<file path="config.mk">
export PLATFORM = sky130hd
export DESIGN_NAME = circular_list_with_cursor
export DESIGN_NICKNAME = d
export VERILOG_FILES = /design/src/hw/rtl/clwc_pkg.sv /design/src/hw/rtl/clwc_cell.sv /design/src/hw/rtl/circular_list_with_cursor.sv
export SDC_FILE = /design/constraint.sdc
export NUM_CORES = 1
export LEC_CHECK = 0
export ABC_AREA = 1
export BUFFER_PORTS_ARGS = -buffer_cell sky130_fd_sc_hd__buf_2
export CORE_MARGIN = 4
export CORE_UTILIZATION = 62
export DETAILED_ROUTE_END_ITERATION = 10
export GPL_TIMING_DRIVEN = 1
export PLACE_DENSITY = 0.79
export SLEW_MARGIN = 40
export SYNTH_ARGS = -nofsm -noshare
export SYNTH_HDL_FRONTEND = slang
export SYNTH_SLANG_ARGS = --single-unit
</file>
<file path="constraint.sdc">
create_clock -name clock -period 6.15 [get_ports clock]
set_input_delay 0.3075 -clock clock [delete_from_list [all_inputs] [get_ports clock]]
set_output_delay 0.3075 -clock clock [all_outputs]
set_load 0.01 [all_outputs]
</file>
<file path="src/hw/rtl/clwc_pkg.sv">
// shared types and constants of the circular list with cursor
package clwc_pkg;

   // command kinds carried on the request tuser
   typedef enum logic [2:0] {
      MODE_APPEND = 3'd0,
      MODE_NEXT   = 3'd1,
      MODE_PREV   = 3'd2,
      MODE_REMOVE = 3'd3,
      MODE_LIST   = 3'd4,
      MODE_CLEAR  = 3'd5
   } mode_type;

   // result status codes
   typedef enum logic [1:0] {
      STATUS_OK      = 2'd0,
      STATUS_FULL    = 2'd1,
      STATUS_EMPTY   = 2'd2,
      STATUS_BAD_POS = 2'd3
   } status_type;

   // per-cycle write strobes broadcast to every cell
   typedef struct packed {
      logic clear_all;
      logic alloc;
      logic link_next;
      logic link_prev;
      logic drop;
   } cell_ctrl_type;

   // beat field widths
   localparam int MODE_BITS     = 3;
   localparam int VALUE_BITS    = 32;
   localparam int POS_BITS      = 5;
   localparam int STATUS_BITS   = 2;
   localparam int COUNT_BITS    = 5;
   localparam int REQ_DATA_BITS = 40;
   localparam int RSP_DATA_BITS = 48;

   // result beat field offsets
   localparam int RSP_STATUS_LSB = 0;
   localparam int RSP_ENTRY_LSB  = 2;
   localparam int RSP_POS_LSB    = 34;
   localparam int RSP_COUNT_LSB  = 39;
   localparam int RSP_CUR_BIT    = 44;

endpackage

</file>
<file path="src/hw/rtl/clwc_cell.sv">
// one slot of the list: entry, links, in-use flag and a link of the free-slot chain
module clwc_cell #(
   parameter int INDEX      = 0,
   parameter int SLOT_BITS  = 4,
   parameter int ENTRY_BITS = 32
) (
   input  logic                    clock,
   input  logic                    reset,
   input  clwc_pkg::cell_ctrl_type ctrl,
   input  logic [ENTRY_BITS-1:0]   alloc_entry,
   input  logic [SLOT_BITS-1:0]    alloc_next,
   input  logic [SLOT_BITS-1:0]    alloc_prev,
   input  logic [SLOT_BITS-1:0]    link_next_addr,
   input  logic [SLOT_BITS-1:0]    link_next_val,
   input  logic [SLOT_BITS-1:0]    link_prev_addr,
   input  logic [SLOT_BITS-1:0]    link_prev_val,
   input  logic [SLOT_BITS-1:0]    drop_addr,
   input  logic                    find_in,
   input  logic [SLOT_BITS-1:0]    idx_in,
   output logic                    find_out,
   output logic [SLOT_BITS-1:0]    idx_out,
   output logic [SLOT_BITS-1:0]    next_link,
   output logic [SLOT_BITS-1:0]    prev_link,
   output logic [ENTRY_BITS-1:0]   entry
);

   localparam logic [SLOT_BITS-1:0] MY_SLOT = SLOT_BITS'(INDEX);

   logic                  used_ff, used_in;
   logic [SLOT_BITS-1:0]  next_ff, next_in;
   logic [SLOT_BITS-1:0]  prev_ff, prev_in;
   logic [ENTRY_BITS-1:0] entry_ff, entry_in;
   logic                  alloc_here;

   // lowest free slot: first cell whose left neighbors found none
   assign alloc_here = ctrl.alloc & ~used_ff & ~find_in;
   assign find_out   = find_in | ~used_ff;
   assign idx_out    = find_in ? idx_in : MY_SLOT;

   // slot updates from the broadcast strobes
   always_comb begin
      used_in  = used_ff;
      next_in  = next_ff;
      prev_in  = prev_ff;
      entry_in = entry_ff;
      if (ctrl.link_next && link_next_addr == MY_SLOT) begin
         next_in = link_next_val;
      end
      if (ctrl.link_prev && link_prev_addr == MY_SLOT) begin
         prev_in = link_prev_val;
      end
      if (ctrl.drop && drop_addr == MY_SLOT) begin
         used_in = 1'b0;
      end
      if (alloc_here) begin
         used_in  = 1'b1;
         next_in  = alloc_next;
         prev_in  = alloc_prev;
         entry_in = alloc_entry;
      end
      if (ctrl.clear_all) begin
         used_in = 1'b0;
      end
   end

   always_ff @(posedge clock) begin
      if (reset) begin
         used_ff <= 1'b0;
      end else begin
         used_ff <= used_in;
      end
      next_ff  <= next_in;
      prev_ff  <= prev_in;
      entry_ff <= entry_in;
   end

   assign next_link = next_ff;
   assign prev_link = prev_ff;
   assign entry     = entry_ff;

endmodule

</file>
<file path="src/hw/rtl/circular_list_with_cursor.sv">
// circular doubly linked list with head and cursor, one slot per cell
// Commands come in on the req_ channel, one beat per command: tuser holds the
// command kind, tdata the entry value and the 1-based position for remove.
// Results leave on the rsp_ channel; every command gives one result beat with
// tlast high, except list on a non-empty list, which gives one beat per entry
// from the head on, tlast on the final one.
// One command is worked on at a time; req_tready is high only while idle.
// Steps from the accepted beat to its result loaded in the output register:
//   append, next, previous, clear, errors and removing the only entry: execute, result
//   remove at position p: execute, p - 1 link hops from the head, unlink, result
//   list of n entries: execute, then one beat per entry from the head on
// The walk over the links reads one slot per cycle while the output is not stalled.
// req_tready rises in the same cycle in which the last result becomes valid.
// The output register frees the channel: a new command is taken while the
// last result still waits. When rsp_tready is low the result holds and the
// list walk pauses until the beat is taken.
// Reset (synchronous) empties the list, puts head and cursor on slot 0 and
// drops any pending result; slot contents are not cleared.
module circular_list_with_cursor #(
   parameter int CAPACITY   = 16,
   parameter int ENTRY_BITS = 32
) (
   input  logic        clock,
   input  logic        reset,
   input  logic        req_tvalid,
   output logic        req_tready,
   input  logic [39:0] req_tdata,   // entry_value[31:0], position[36:32], zero pad
   input  logic [2:0]  req_tuser,   // mode[2:0]
   output logic        rsp_tvalid,
   input  logic        rsp_tready,
   output logic [47:0] rsp_tdata,   // status[1:0], entry[33:2], list_position[38:34],
                                    // count[43:39], has_current[44], zero pad
   output logic        rsp_tlast
);

   localparam int SW = $clog2(CAPACITY);
   localparam int CW = $clog2(CAPACITY + 1);
   localparam int PW = (CW > clwc_pkg::POS_BITS) ? CW : clwc_pkg::POS_BITS;

   typedef enum logic [2:0] {
      ST_IDLE,
      ST_EXEC,
      ST_WALK,
      ST_LIST,
      ST_RESP
   } state_type;

   // control state
   state_type            state_ff, state_in;
   logic [SW-1:0]        head_ff, head_in;
   logic [SW-1:0]        cursor_ff, cursor_in;
   logic [CW-1:0]        count_ff, count_in;
   logic [SW-1:0]        walk_ff, walk_in;
   logic [CW-1:0]        steps_ff, steps_in;
   logic [CW-1:0]        idx_ff, idx_in;
   logic                 rsp_valid_ff, rsp_valid_in;

   // latched command and status
   logic [2:0]                       mode_ff, mode_in;
   logic [ENTRY_BITS-1:0]            value_ff, value_in;
   logic [clwc_pkg::POS_BITS-1:0]    pos_ff, pos_in;
   clwc_pkg::status_type             status_ff, status_in;

   // result register
   logic [clwc_pkg::STATUS_BITS-1:0] rsp_status_ff, rsp_status_in;
   logic [clwc_pkg::VALUE_BITS-1:0]  rsp_entry_ff, rsp_entry_in;
   logic [clwc_pkg::POS_BITS-1:0]    rsp_pos_ff, rsp_pos_in;
   logic [clwc_pkg::COUNT_BITS-1:0]  rsp_count_ff, rsp_count_in;
   logic                             rsp_cur_ff, rsp_cur_in;
   logic                             rsp_last_ff, rsp_last_in;

   // cell row signals
   clwc_pkg::cell_ctrl_type ctrl;
   logic [SW-1:0]           alloc_next, alloc_prev;
   logic [SW-1:0]           link_next_addr, link_next_val;
   logic [SW-1:0]           link_prev_addr, link_prev_val;
   logic [SW-1:0]           drop_addr;
   logic [CAPACITY:0]       chain_find;
   logic [SW-1:0]           chain_idx [CAPACITY+1];
   logic [SW-1:0]           cell_next [CAPACITY];
   logic [SW-1:0]           cell_prev [CAPACITY];
   logic [ENTRY_BITS-1:0]   cell_entry [CAPACITY];

   // single read port into the row
   logic [SW-1:0]         rd_addr;
   logic                  rd_ok;
   logic [SW-1:0]         rd_next, rd_prev;
   logic [ENTRY_BITS-1:0] rd_entry;

   logic          out_free;
   logic          list_end;
   logic [PW-1:0] pos_ext, cnt_ext;

   // row of slot cells, free-slot search rippling left to right
   assign chain_find[0] = 1'b0;
   assign chain_idx[0]  = '0;

   for (genvar i = 0; i < CAPACITY; i++) begin : g_cell
      clwc_cell #(
         .INDEX      (i),
         .SLOT_BITS  (SW),
         .ENTRY_BITS (ENTRY_BITS)
      ) u_cell (
         .clock          (clock),
         .reset          (reset),
         .ctrl           (ctrl),
         .alloc_entry    (value_ff),
         .alloc_next     (alloc_next),
         .alloc_prev     (alloc_prev),
         .link_next_addr (link_next_addr),
         .link_next_val  (link_next_val),
         .link_prev_addr (link_prev_addr),
         .link_prev_val  (link_prev_val),
         .drop_addr      (drop_addr),
         .find_in        (chain_find[i]),
         .idx_in         (chain_idx[i]),
         .find_out       (chain_find[i+1]),
         .idx_out        (chain_idx[i+1]),
         .next_link      (cell_next[i]),
         .prev_link      (cell_prev[i]),
         .entry          (cell_entry[i])
      );
   end

   // read mux
   assign rd_ok    = (CW'(rd_addr) < CW'(CAPACITY));
   assign rd_next  = rd_ok ? cell_next[rd_addr]  : '0;
   assign rd_prev  = rd_ok ? cell_prev[rd_addr]  : '0;
   assign rd_entry = rd_ok ? cell_entry[rd_addr] : '0;

   assign out_free = ~rsp_valid_ff | rsp_tready;
   assign list_end = (idx_ff == count_ff);
   assign pos_ext  = PW'(pos_ff);
   assign cnt_ext  = PW'(count_ff);

   // sequencer and result register next values
   always_comb begin
      state_in      = state_ff;
      head_in       = head_ff;
      cursor_in     = cursor_ff;
      count_in      = count_ff;
      walk_in       = walk_ff;
      steps_in      = steps_ff;
      idx_in        = idx_ff;
      mode_in       = mode_ff;
      value_in      = value_ff;
      pos_in        = pos_ff;
      status_in     = status_ff;
      rsp_valid_in  = rsp_valid_ff & ~rsp_tready;
      rsp_status_in = rsp_status_ff;
      rsp_entry_in  = rsp_entry_ff;
      rsp_pos_in    = rsp_pos_ff;
      rsp_count_in  = rsp_count_ff;
      rsp_cur_in    = rsp_cur_ff;
      rsp_last_in   = rsp_last_ff;

      ctrl           = '0;
      alloc_next     = '0;
      alloc_prev     = '0;
      link_next_addr = '0;
      link_next_val  = '0;
      link_prev_addr = '0;
      link_prev_val  = '0;
      drop_addr      = '0;
      rd_addr        = cursor_ff;

      case (state_ff)
         // take a command beat
         ST_IDLE: begin
            if (req_tvalid) begin
               mode_in   = req_tuser;
               value_in  = ENTRY_BITS'(req_tdata[31:0]);
               pos_in    = req_tdata[36:32];
               status_in = clwc_pkg::STATUS_OK;
               state_in  = ST_EXEC;
            end
         end

         // first step of every command
         ST_EXEC: begin
            state_in = ST_RESP;
            case (mode_ff)
               clwc_pkg::MODE_APPEND: begin
                  rd_addr = head_ff;
                  if (!chain_find[CAPACITY]) begin
                     status_in = clwc_pkg::STATUS_FULL;
                  end else begin
                     ctrl.alloc = 1'b1;
                     count_in   = count_ff + CW'(1);
                     if (count_ff == '0) begin
                        alloc_next = chain_idx[CAPACITY];
                        alloc_prev = chain_idx[CAPACITY];
                        head_in    = chain_idx[CAPACITY];
                        cursor_in  = chain_idx[CAPACITY];
                     end else begin
                        alloc_next     = head_ff;
                        alloc_prev     = rd_prev;
                        ctrl.link_next = 1'b1;
                        link_next_addr = rd_prev;
                        link_next_val  = chain_idx[CAPACITY];
                        ctrl.link_prev = 1'b1;
                        link_prev_addr = head_ff;
                        link_prev_val  = chain_idx[CAPACITY];
                     end
                  end
               end
               clwc_pkg::MODE_NEXT: begin
                  if (count_ff == '0) begin
                     status_in = clwc_pkg::STATUS_EMPTY;
                  end else begin
                     cursor_in = rd_next;
                  end
               end
               clwc_pkg::MODE_PREV: begin
                  if (count_ff == '0) begin
                     status_in = clwc_pkg::STATUS_EMPTY;
                  end else begin
                     cursor_in = rd_prev;
                  end
               end
               clwc_pkg::MODE_REMOVE: begin
                  if (count_ff == '0) begin
                     status_in = clwc_pkg::STATUS_EMPTY;
                  end else if (pos_ext == '0 || pos_ext > cnt_ext) begin
                     status_in = clwc_pkg::STATUS_BAD_POS;
                  end else if (count_ff == CW'(1)) begin
                     ctrl.clear_all = 1'b1;
                     head_in        = '0;
                     cursor_in      = '0;
                     count_in       = '0;
                  end else begin
                     walk_in  = head_ff;
                     steps_in = CW'(pos_ext - PW'(1));
                     state_in = ST_WALK;
                  end
               end
               clwc_pkg::MODE_LIST: begin
                  if (count_ff == '0) begin
                     status_in = clwc_pkg::STATUS_EMPTY;
                  end else begin
                     walk_in  = head_ff;
                     idx_in   = CW'(1);
                     state_in = ST_LIST;
                  end
               end
               clwc_pkg::MODE_CLEAR: begin
                  ctrl.clear_all = 1'b1;
                  head_in        = '0;
                  cursor_in      = '0;
                  count_in       = '0;
               end
               default: begin
               end
            endcase
         end

         // hop to the target slot, then unlink it
         ST_WALK: begin
            rd_addr = walk_ff;
            if (steps_ff != '0) begin
               walk_in  = rd_next;
               steps_in = steps_ff - CW'(1);
            end else begin
               ctrl.link_next = 1'b1;
               link_next_addr = rd_prev;
               link_next_val  = rd_next;
               ctrl.link_prev = 1'b1;
               link_prev_addr = rd_next;
               link_prev_val  = rd_prev;
               ctrl.drop      = 1'b1;
               drop_addr      = walk_ff;
               if (walk_ff == head_ff) begin
                  head_in = rd_next;
               end
               if (walk_ff == cursor_ff) begin
                  cursor_in = rd_next;
               end
               count_in = count_ff - CW'(1);
               state_in = ST_RESP;
            end
         end

         // one entry beat per cycle from the head on, while the output register is free
         ST_LIST: begin
            rd_addr = walk_ff;
            if (out_free) begin
               rsp_valid_in  = 1'b1;
               rsp_status_in = clwc_pkg::STATUS_OK;
               rsp_entry_in  = clwc_pkg::VALUE_BITS'(rd_entry);
               rsp_pos_in    = clwc_pkg::POS_BITS'(idx_ff);
               rsp_count_in  = clwc_pkg::COUNT_BITS'(count_ff);
               rsp_cur_in    = (count_ff != '0);
               rsp_last_in   = list_end;
               walk_in       = rd_next;
               idx_in        = idx_ff + CW'(1);
               if (list_end) begin
                  state_in = ST_IDLE;
               end
            end
         end

         // single result beat: status and the entry under the cursor
         ST_RESP: begin
            rd_addr = cursor_ff;
            if (out_free) begin
               rsp_valid_in  = 1'b1;
               rsp_status_in = status_ff;
               rsp_entry_in  = (count_ff != '0) ? clwc_pkg::VALUE_BITS'(rd_entry) : '0;
               rsp_pos_in    = '0;
               rsp_count_in  = clwc_pkg::COUNT_BITS'(count_ff);
               rsp_cur_in    = (count_ff != '0);
               rsp_last_in   = 1'b1;
               state_in      = ST_IDLE;
            end
         end

         default: begin
            state_in = ST_IDLE;
         end
      endcase
   end

   // state and registered outputs
   always_ff @(posedge clock) begin
      if (reset) begin
         state_ff     <= ST_IDLE;
         head_ff      <= '0;
         cursor_ff    <= '0;
         count_ff     <= '0;
         rsp_valid_ff <= 1'b0;
      end else begin
         state_ff     <= state_in;
         head_ff      <= head_in;
         cursor_ff    <= cursor_in;
         count_ff     <= count_in;
         rsp_valid_ff <= rsp_valid_in;
      end
      walk_ff       <= walk_in;
      steps_ff      <= steps_in;
      idx_ff        <= idx_in;
      mode_ff       <= mode_in;
      value_ff      <= value_in;
      pos_ff        <= pos_in;
      status_ff     <= status_in;
      rsp_status_ff <= rsp_status_in;
      rsp_entry_ff  <= rsp_entry_in;
      rsp_pos_ff    <= rsp_pos_in;
      rsp_count_ff  <= rsp_count_in;
      rsp_cur_ff    <= rsp_cur_in;
      rsp_last_ff   <= rsp_last_in;
   end

   // channel ports
   assign req_tready = (state_ff == ST_IDLE);
   assign rsp_tvalid = rsp_valid_ff;
   assign rsp_tlast  = rsp_last_ff;
   assign rsp_tdata  = {3'b000, rsp_cur_ff, rsp_count_ff, rsp_pos_ff,
                        rsp_entry_ff, rsp_status_ff};

endmodule

</file>
# After elaboration in Yosys (flattened, before gate mapping)
# Index checks and enable logic that the tools add are counted.
# op_classes
n_bitwise,81
magnitude_cmp,2
mux,232
n_eq_ne,87
n_reduce_logical,126
addsub,5
# ops
operator,n
2-to-1 mux 4 bit,116
2-to-1 mux 32 bit,5
binary-select mux 32 bit (select 4 bit),1
nonzero test 2 bit,52
equality test 4 bit (second input constant),24
2-to-1 mux 5 bit,15
case mux 32 bit (2 select lines),1
case mux 4 bit (2 select lines),8
equality test 4 x 3 -> 1 bit (second input constant),12
logical AND 1 bit,48
2-to-1 mux 3 bit,16
2-to-1 mux 1 bit,41
case mux 5 bit (2 select lines),4
AND 1 bit,32
binary-select mux 4 bit (select 4 bit),2
NOT 1 bit,32
inequality test 3 bit (second input constant),10
equality test 4 x 2 -> 1 bit (second input constant),6
case mux 4 bit (3 select lines),2
2-to-1 mux 2 bit,11
inequality test 2 bit (second input constant),11
case mux 4 bit (5 select lines),1
bitwise OR 1 bit,16
AND reduction 8 bit,2
40 further kinds,65
# totals
elab_cells,615
regBits,775
inputBits,47
out_inout_bits,51

# Depth between registers and ports, before layout
# logic_depth
ltp_word,23
ltp_mapped,21
depth_no_buf,18

# Cells and area by module
# Synthesis repeated with hierarchy kept, for this count alone.
# hier_totals
cells_unflattened,3350
area_unflattened_um2,34762.1
# modules_own_cells
mod,n_inst,cells_per_inst,seq_area_each_um2,area_each_um2
circular_list_with_cursor,1,1902,3403.3,11750.0
clwc_cell (g_cell[10].u_cell ...),4,92,1221.2,1442.6
clwc_cell (g_cell[13].u_cell ...),2,88,1221.2,1445.1
clwc_cell (g_cell[1].u_cell ...),2,93,1221.2,1441.4
clwc_cell (g_cell[4].u_cell ...),2,92,1221.2,1437.6
clwc_cell (g_cell[11].u_cell ...),2,88,1221.2,1428.9
clwc_cell (g_cell[15].u_cell),1,86,1221.2,1436.4
clwc_cell (g_cell[0].u_cell),1,93,1221.2,1433.9
clwc_cell (g_cell[12].u_cell),1,89,1221.2,1432.6
clwc_cell (g_cell[3].u_cell),1,90,1221.2,1432.6

# Worst setup path after synthesis
# No wires, ideal clock.
# synth_path
path_kind,flip-flop to flip-flop
from,reg g_cell[0].u_cell.used_ff
to,reg g_cell[13].u_cell.prev_ff[0] (enable)
setup_slack_ns,1.257
setup_time_ns,0.335
stages_incl_launch_ff,12
arrival_time_ns,4.558
path_buffers,1
required_ns,5.815
period_less_slack_ns,4.893
cell_sequence,dfxtp_1 -> nand2_1 -> nor2_1 -> nand4_1 -> nor2_2 -> nand2_1 -> nor2_2 -> nand4_1 -> nor3_1 -> inv_1 -> buf_2 -> o21ai_1
# synth_between
elab_chain_cells,22
elab_cells_between_ends,29
cone_classes,1 x eq/ne; 7 x mux; 19 x bitwise; 2 x reduce/logical
# synth_rtl
item,line_no,source
from (decl),clwc_cell.sv:29,"logic used_ff, used_in;"
from (signal assigned),clwc_cell.sv:70,used_ff <= used_in;
NOT 1 bit *,clwc_cell.sv:37,assign find_out = find_in | ~used_ff;
bitwise OR 1 bit * (12 in a row),clwc_cell.sv:37,
bitwise OR 1 bit (3 in a row),clwc_cell.sv:37,
2-to-1 mux 3 bit,circular_list_with_cursor.sv:185,if (!chain_find[CAPACITY]) begin
2-to-1 mux 3 bit,circular_list_with_cursor.sv:182,case (mode_ff)
2-to-1 mux 2 bit,circular_list_with_cursor.sv:167,case (state_ff)
AND 1 bit,clwc_cell.sv:36,assign alloc_here = ctrl.alloc & ~used_ff & ~find_in;
AND 1 bit *,clwc_cell.sv:36,
net g_cell[13].u_cell.alloc_here,clwc_cell.sv:33,logic alloc_here;
nonzero test 2 bit (no line) *,n/a,
to (signal assigned),clwc_cell.sv:73,prev_ff <= prev_in;
to (decl),clwc_cell.sv:31,"logic [SLOT_BITS-1:0] prev_ff, prev_in;"
# Mark *: on every way through the listed nets, which the timed path passes. The rest lies on a longest branch.
# A chain may end at the register's enable or synchronous reset.

# Worst setup path in the final report
# layout_path
from,reg state_ff[2]
to,reg g_cell[15].u_cell.prev_ff[2] (enable)
# layout_between
elab_chain_cells,12
elab_cells_between_ends,18
cone_classes,4 x eq/ne; 8 x mux; 3 x bitwise; 3 x reduce/logical
# layout_rtl
item,line_no,source
from (decl),circular_list_with_cursor.sv:49,"state_type state_ff, state_in;"
from (signal assigned),circular_list_with_cursor.sv:332,state_ff <= state_in;
equality test 3 x 2 -> 1 bit,circular_list_with_cursor.sv:167,
OR reduction 2 bit (no line),n/a,
case mux 4 bit (2 select lines),circular_list_with_cursor.sv:167,
NOT 4 -> 5 bit (implied by the code),circular_list_with_cursor.sv:127,assign rd_next = rd_ok ? cell_next[rd_addr] : '0;
binary-select mux 4 bit (select 4 bit),circular_list_with_cursor.sv:127,
2-to-1 mux 4 bit (implied by the code) (2 in a row),circular_list_with_cursor.sv:127,
2-to-1 mux 4 bit,circular_list_with_cursor.sv:260,if (steps_ff != '0) begin
case mux 4 bit (2 select lines),circular_list_with_cursor.sv:167,
equality test 4 bit,clwc_cell.sv:49,if (ctrl.link_prev && link_prev_addr == MY_SLOT) begin
logical AND 1 bit,clwc_cell.sv:49,
nonzero test 2 bit (no line) *,n/a,
to (signal assigned),clwc_cell.sv:73,
to (decl),clwc_cell.sv:31,
# Mark *: on every way between the ends. The rest lies on a longest branch, timed or not. The select of a mux whose other input is x is not followed.

==> results <==
- The run finished with clean final reports.
- The top-level I/O count is 98.
- Measured against its own limit, the worst slew margin works out to between 40 and 50%.
- The via count of the first global-routing pass came to ~23k.
- The number of optimization iterations in the first detailed-route pass is 6.
- The net switching power is a little under 5 mW.
- In this run the critical register-to-register path is launched from state_ff[2]$_SDFFE_PP0P_.
- The number of distinct library cells after synthesis is 47.
- The number of instances in the synthesized netlist is about 2.8k.
- The total wire length is approximately 89000 um.
- In this run the horizontal extent of the chip is around 240 um.
- The total clock buffers created by CTS is ~80.
- The clock network is responsible for 31.1% of the overall power.
- The wire-length estimate of the detail-placed layout is slightly below 50000 um.
- Relative to the synthesized area, the layout overhead comes to 11.9%.
- The worst setup path is launched from a register.
- The routed layout has between 20k and 25k vias.
- The end point of the worst hold path is state_ff[2]$_SDFFE_PP0P_.
- In this run, the combinational gates consume 25.9% of the power.
- In this run, flip-flops and latches consume 43.0% of the power.
- The max-slew violation count was 0.
- The cell sitting at the root of the clock tree is a clkbuf_16.
- The clock latency reported for the late side of the worst-skew pair is ~630 ps.
- The number of warnings issued by yosys is 0.
- Together, buffers and inverters on the worst path number 2.
- The global-route wire length before repair is ~130000 um.
- The clock arrives with 16.3 ps of skew.
- Setup violations remaining at the end of the flow were counted as 0.
- The maximum number of pins on one net before global-route repair is ~130.
- CTS saw 775 sinks.
- The worst setup path is captured at a register.
- The path category of the worst min-delay check is in -> reg.
- Among cell families on the critical path, the largest total delay comes from simple AND/OR/NAND/NOR gates.
- The share of synthesized area occupied by flip-flops and latches is about 70%.
- The per-cell via count in the routed design is between 6 and 7.
- For this run, the total global-route usage over all layers was measured as between 30% and 40%.
- From bottom edge to top edge, the die measures 238 um.
- The detail route stage leaves a number of antenna-violating nets equal to 0.
- The worst hold path passes through 4 cells.
- The clock input transition at the sequential cells of the worst setup and hold paths is roughly 60 ps.
- The worst endpoint required time is ~6400 ps.
- Net switching is between 30% and 40% of the power.
- The number of antenna violations at the first check in global routing came to 0.
- For this configuration, the core starts out at a cell density of a little over three fifths.
- After the flow finishes, the layout carries non-filler instances totaling 3621.
- The xor/xnor cell area share of the yosys netlist is 0.347%.
- Cell internal power was estimated by the tool at about 9.7 mW.
- Summing the areas of all fa, ha and maj instances in the mapped netlist gives less than 1% of the synthesized area.
- In this design, the stage delay of the slowest critical-path cell is ~610 ps.
- In this run the most critical hold path is launched from rsp_tready.
- The maximum clock frequency is between 0.15 and 0.2 GHz.
- The arrival time of data at the critical path endpoint is about 5300 ps.
- The simple-gate portion of the synthesized area is a little under an eighth.
- In the final routed layout, each cell accounts on average for 24.5 um.
- The smallest clock period supported by the final layout is computed as around 5000 ps.
- After routing, the total negative slack on setup checks comes to 0 ps.
- The most repeated library cell on the critical path is nand2_1.
- The cell area that synthesis handed to floorplanning was approximately 33000 um2.
- The peak ir drop on the vdd network is about 280 uV.
- The count of placed standard cells including taps is ~3.4k.
- Along the worst path, the maximum fanout reaches 91.
- The critical path is of the reg -> reg type.
- The synthesized netlist devotes around 13% of its cell area to compound gates.
- The count of final hold-check violations was 0.
- The clock tree from TritonCTS is built.
- The transition time at the pin with the least slew margin is around 860 ps.
- Of the available clock period, the critical path in the final layout requires 81.4%.
- The final layout contains a little under 3k nets.
- Traced cell by cell, the critical path runs through inv_1 > nand2_1 > nor2_2 > nand3_2 > nand2_2 > nand2_8 > buf_16 > nand2_1 > nand3_1 > nand3_1 > nand3_1 > nand2_1 > nand3_1 > nand2_1 > nand2_1 > o21ai_1.
- After floorplanning, the core was sized to cover approximately 52000 um2.
- After synthesis, the share of cell area in mux cells is 0.122%.
- The average cell area after synthesis is about 12 um2.
- The number of DRC markers in iteration 0 is 3211.
- The cell count of the worst reg-to-reg path is 16.
- The total DRC errors in the routed layout is 0.
- The floorplan has 84 rows.
- The power per cell area is around 400 nW/um2.
- The static leakage power is 12.4 nW.
- Setup repair after global routing left no endpoint under its margin.
- 0 antenna diodes ended up in the layout.
- The max-cap violation count is 0.
- The minimum setup slack among reg-to-reg paths is around 1100 ps.
- After clock tree synthesis, the setup repair step added 0 buffers.
- The count of input and output buffers is 91.
- The number of synthesized register bits is 775.
- The maximum number of buffers from clock root to sink is 3.
- By area, the combinational part of the netlist is dominated by compound AO/OA/AOI/OAI gates.
- The ratio of cells with drive above 1 in the final layout is between 10% and 20%.
- The die covers 56600 um2.
- The slowest library cell on the worst path is nand2_2.
- In this run the number of H-tree levels came out at 3.
- The overall overflow remaining after global route is 0.
- At the end of routability-driven placement, the weighted congestion stood at approximately 0.97.
- The capture instance of the worst register-to-register path is g_cell[15].u_cell.prev_link[2]$_DFFE_PP_.
[cell usage after synthesis, drive strengths merged]
library cell	instances	area (um2)
a2111oi	1	8.76
a211oi	3	22.5
a21boi	1	11.3
a21oi	81	413
a221oi	2	17.5
a22oi	1	7.51
a31oi	2	12.5
buf	77	453
clkbuf	98	370
conb	1	3.75
dfxtp	33	661
edfxtp	742	22300
ha	10	125
inv	161	604
mux2i	4	40.0
nand2	355	1370
nand3	167	846
nand3b	16	120
nand4	6	37.5
nor2	378	1430
nor3	13	65.1
nor4	3	18.8
o2111ai	1	8.76
o211ai	67	503
o21ai	415	2090
o221a	1	11.3
o221ai	65	569
o22ai	39	244
o31ai	3	22.5
o32ai	32	280
o41ai	1	8.76
or2	2	12.5
or3b	1	8.76
xnor2	4	35.0
xor2	9	78.8
[cells in the final DEF (no fill, tap or decap), types with 4 or more instances in the layout]
cell / synthesis / layout
nor2_1: 373 / 362
nand3_1: 165 / 165
nand2_1: 343 / 341
clkinv_2: 0 / 17
o211ai_1: 67 / 67
clkbuf_1: 96 / 21
ha_1: 10 / 10
nor3_2: 0 / 6
nor3_1: 13 / 7
buf_2: 53 / 91
inv_2: 14 / 15
o21ai_2: 4 / 7
xnor2_1: 4 / 4
inv_1: 147 / 143
edfxtp_1: 742 / 742
o22ai_1: 39 / 39
o21ai_1: 51 / 48
mux2i_1: 4 / 4
o32ai_1: 32 / 32
dfxtp_1: 33 / 33
clkinv_1: 0 / 12
o21ai_0: 360 / 360
o221ai_1: 65 / 65
nand2_2: 11 / 11
nand4_1: 6 / 6
clkbuf_16: 0 / 82
xor2_1: 9 / 9
dlygate4sd3_1: 0 / 41
a21oi_1: 79 / 79
nor2_2: 5 / 5
nand3b_1: 16 / 16
nor2_4: 0 / 11
buf_4: 12 / 29
[area by class of cell]
type | instances | area [um2]
clock buffers | 103 | 2130
clock inverters | 38 | 290
fillers | 3502 | 15700
inverters | 161 | 614
multi-input cells | 1686 | 8610
flip-flops and latches | 775 | 22900
well taps | 688 | 861
repair buffers | 170 | 1250
[state kept, by name, indices dropped and copies added (netlist names), 4 cells and up]
name                     cells
rsp_pos_ff                   5
steps_ff                     5
g_cell.u_cell.used_ff       16
head_ff                      4
value_ff                    32
cursor_ff                    4
g_cell.u_cell.prev_link     64
walk_ff                      4
g_cell.u_cell.entry        512
pos_ext                      5
rsp_entry_ff                32
cnt_ext                      5
rsp_count_ff                 5
idx_ff                       5
g_cell.u_cell.next_link     64
[timing repair]
| item | CTS | global route |
|---|---|---|
| endpoints found under the hold margin | 44 | 0 |
| gates resized for setup | 0 | 0 |
| setup endpoints to repair | 0 | 0 |
| hold buffers | 41 | 0 |
[how the worst max path moves through the flow]
stage | end | from | depth (start not counted)
after CTS | g_cell[15].u_cell.prev_link[1]$_DFFE_PP_ | state_ff[2]$_SDFFE_PP0P_ | 16
after global routing | g_cell[15].u_cell.prev_link[1]$_DFFE_PP_ | state_ff[2]$_SDFFE_PP0P_ | 16
after floorplan | g_cell[13].u_cell.prev_link[0]$_DFFE_PP_ | g_cell[0].u_cell.used_ff$_SDFFE_PP0P_ | 11
after global placement | g_cell[10].u_cell.prev_link[0]$_DFFE_PP_ | state_ff[2]$_SDFFE_PP0P_ | 15
final | g_cell[15].u_cell.prev_link[2]$_DFFE_PP_ | state_ff[2]$_SDFFE_PP0P_ | 16
after detailed placement | g_cell[15].u_cell.prev_link[2]$_DFFE_PP_ | state_ff[2]$_SDFFE_PP0P_ | 16
[logic make-up (layout without fill, tap and decap cells)]
group	count (synthesis)	in the layout
other	1	3
xor gates and xnor gates	13	13
muxes	4	4
and+or+nand+nor	941	941
buffers and inverters	336	472
DFF	775	775
AOI/OAI and AO/OA	715	715
adders and majority gates	10	10
[metal layers]
layer,GRT usage (%),wire [um]
met4,12.9,3880
met5,0,0
met3,5.33,9820
met2,50.0,42600
met1,41.8,32600
[power by group through the flow]
stage          registers [mW]  logic (mW)  clock network [mW]
2_1_floorplan            6.32        2.57                   0
3_3_place_gp             6.36        3.43                   0
3_5_place_dp             6.38        3.63                   0
4_1_cts                  6.27        3.67                4.56
5_1_grt                  6.29        4.09                4.80
6_report                 6.27        3.78                4.54
[worst min-delay path, cell delays in order]
cell	delay, ps
buf_2	80
nor2_1	90
nand2_1	90
a21oi_1	70
[per-stage QoR]
stage               utilization (%)  hold slack (ps)  area [um2]  setup slack, ps  total power, mW
global route                   70.0             71.9       36700              845             15.2
detailed placement             64.5              486       33800             1280             10.0
global placement               64.3              482       33700             1300             9.79
floorplan                         -              377       32800             1260             8.89
finish                         70.0             57.0       36700             1140             14.6
CTS                            69.9             24.0       36700             1250             14.5
Power figures use the tool's default switching activity.
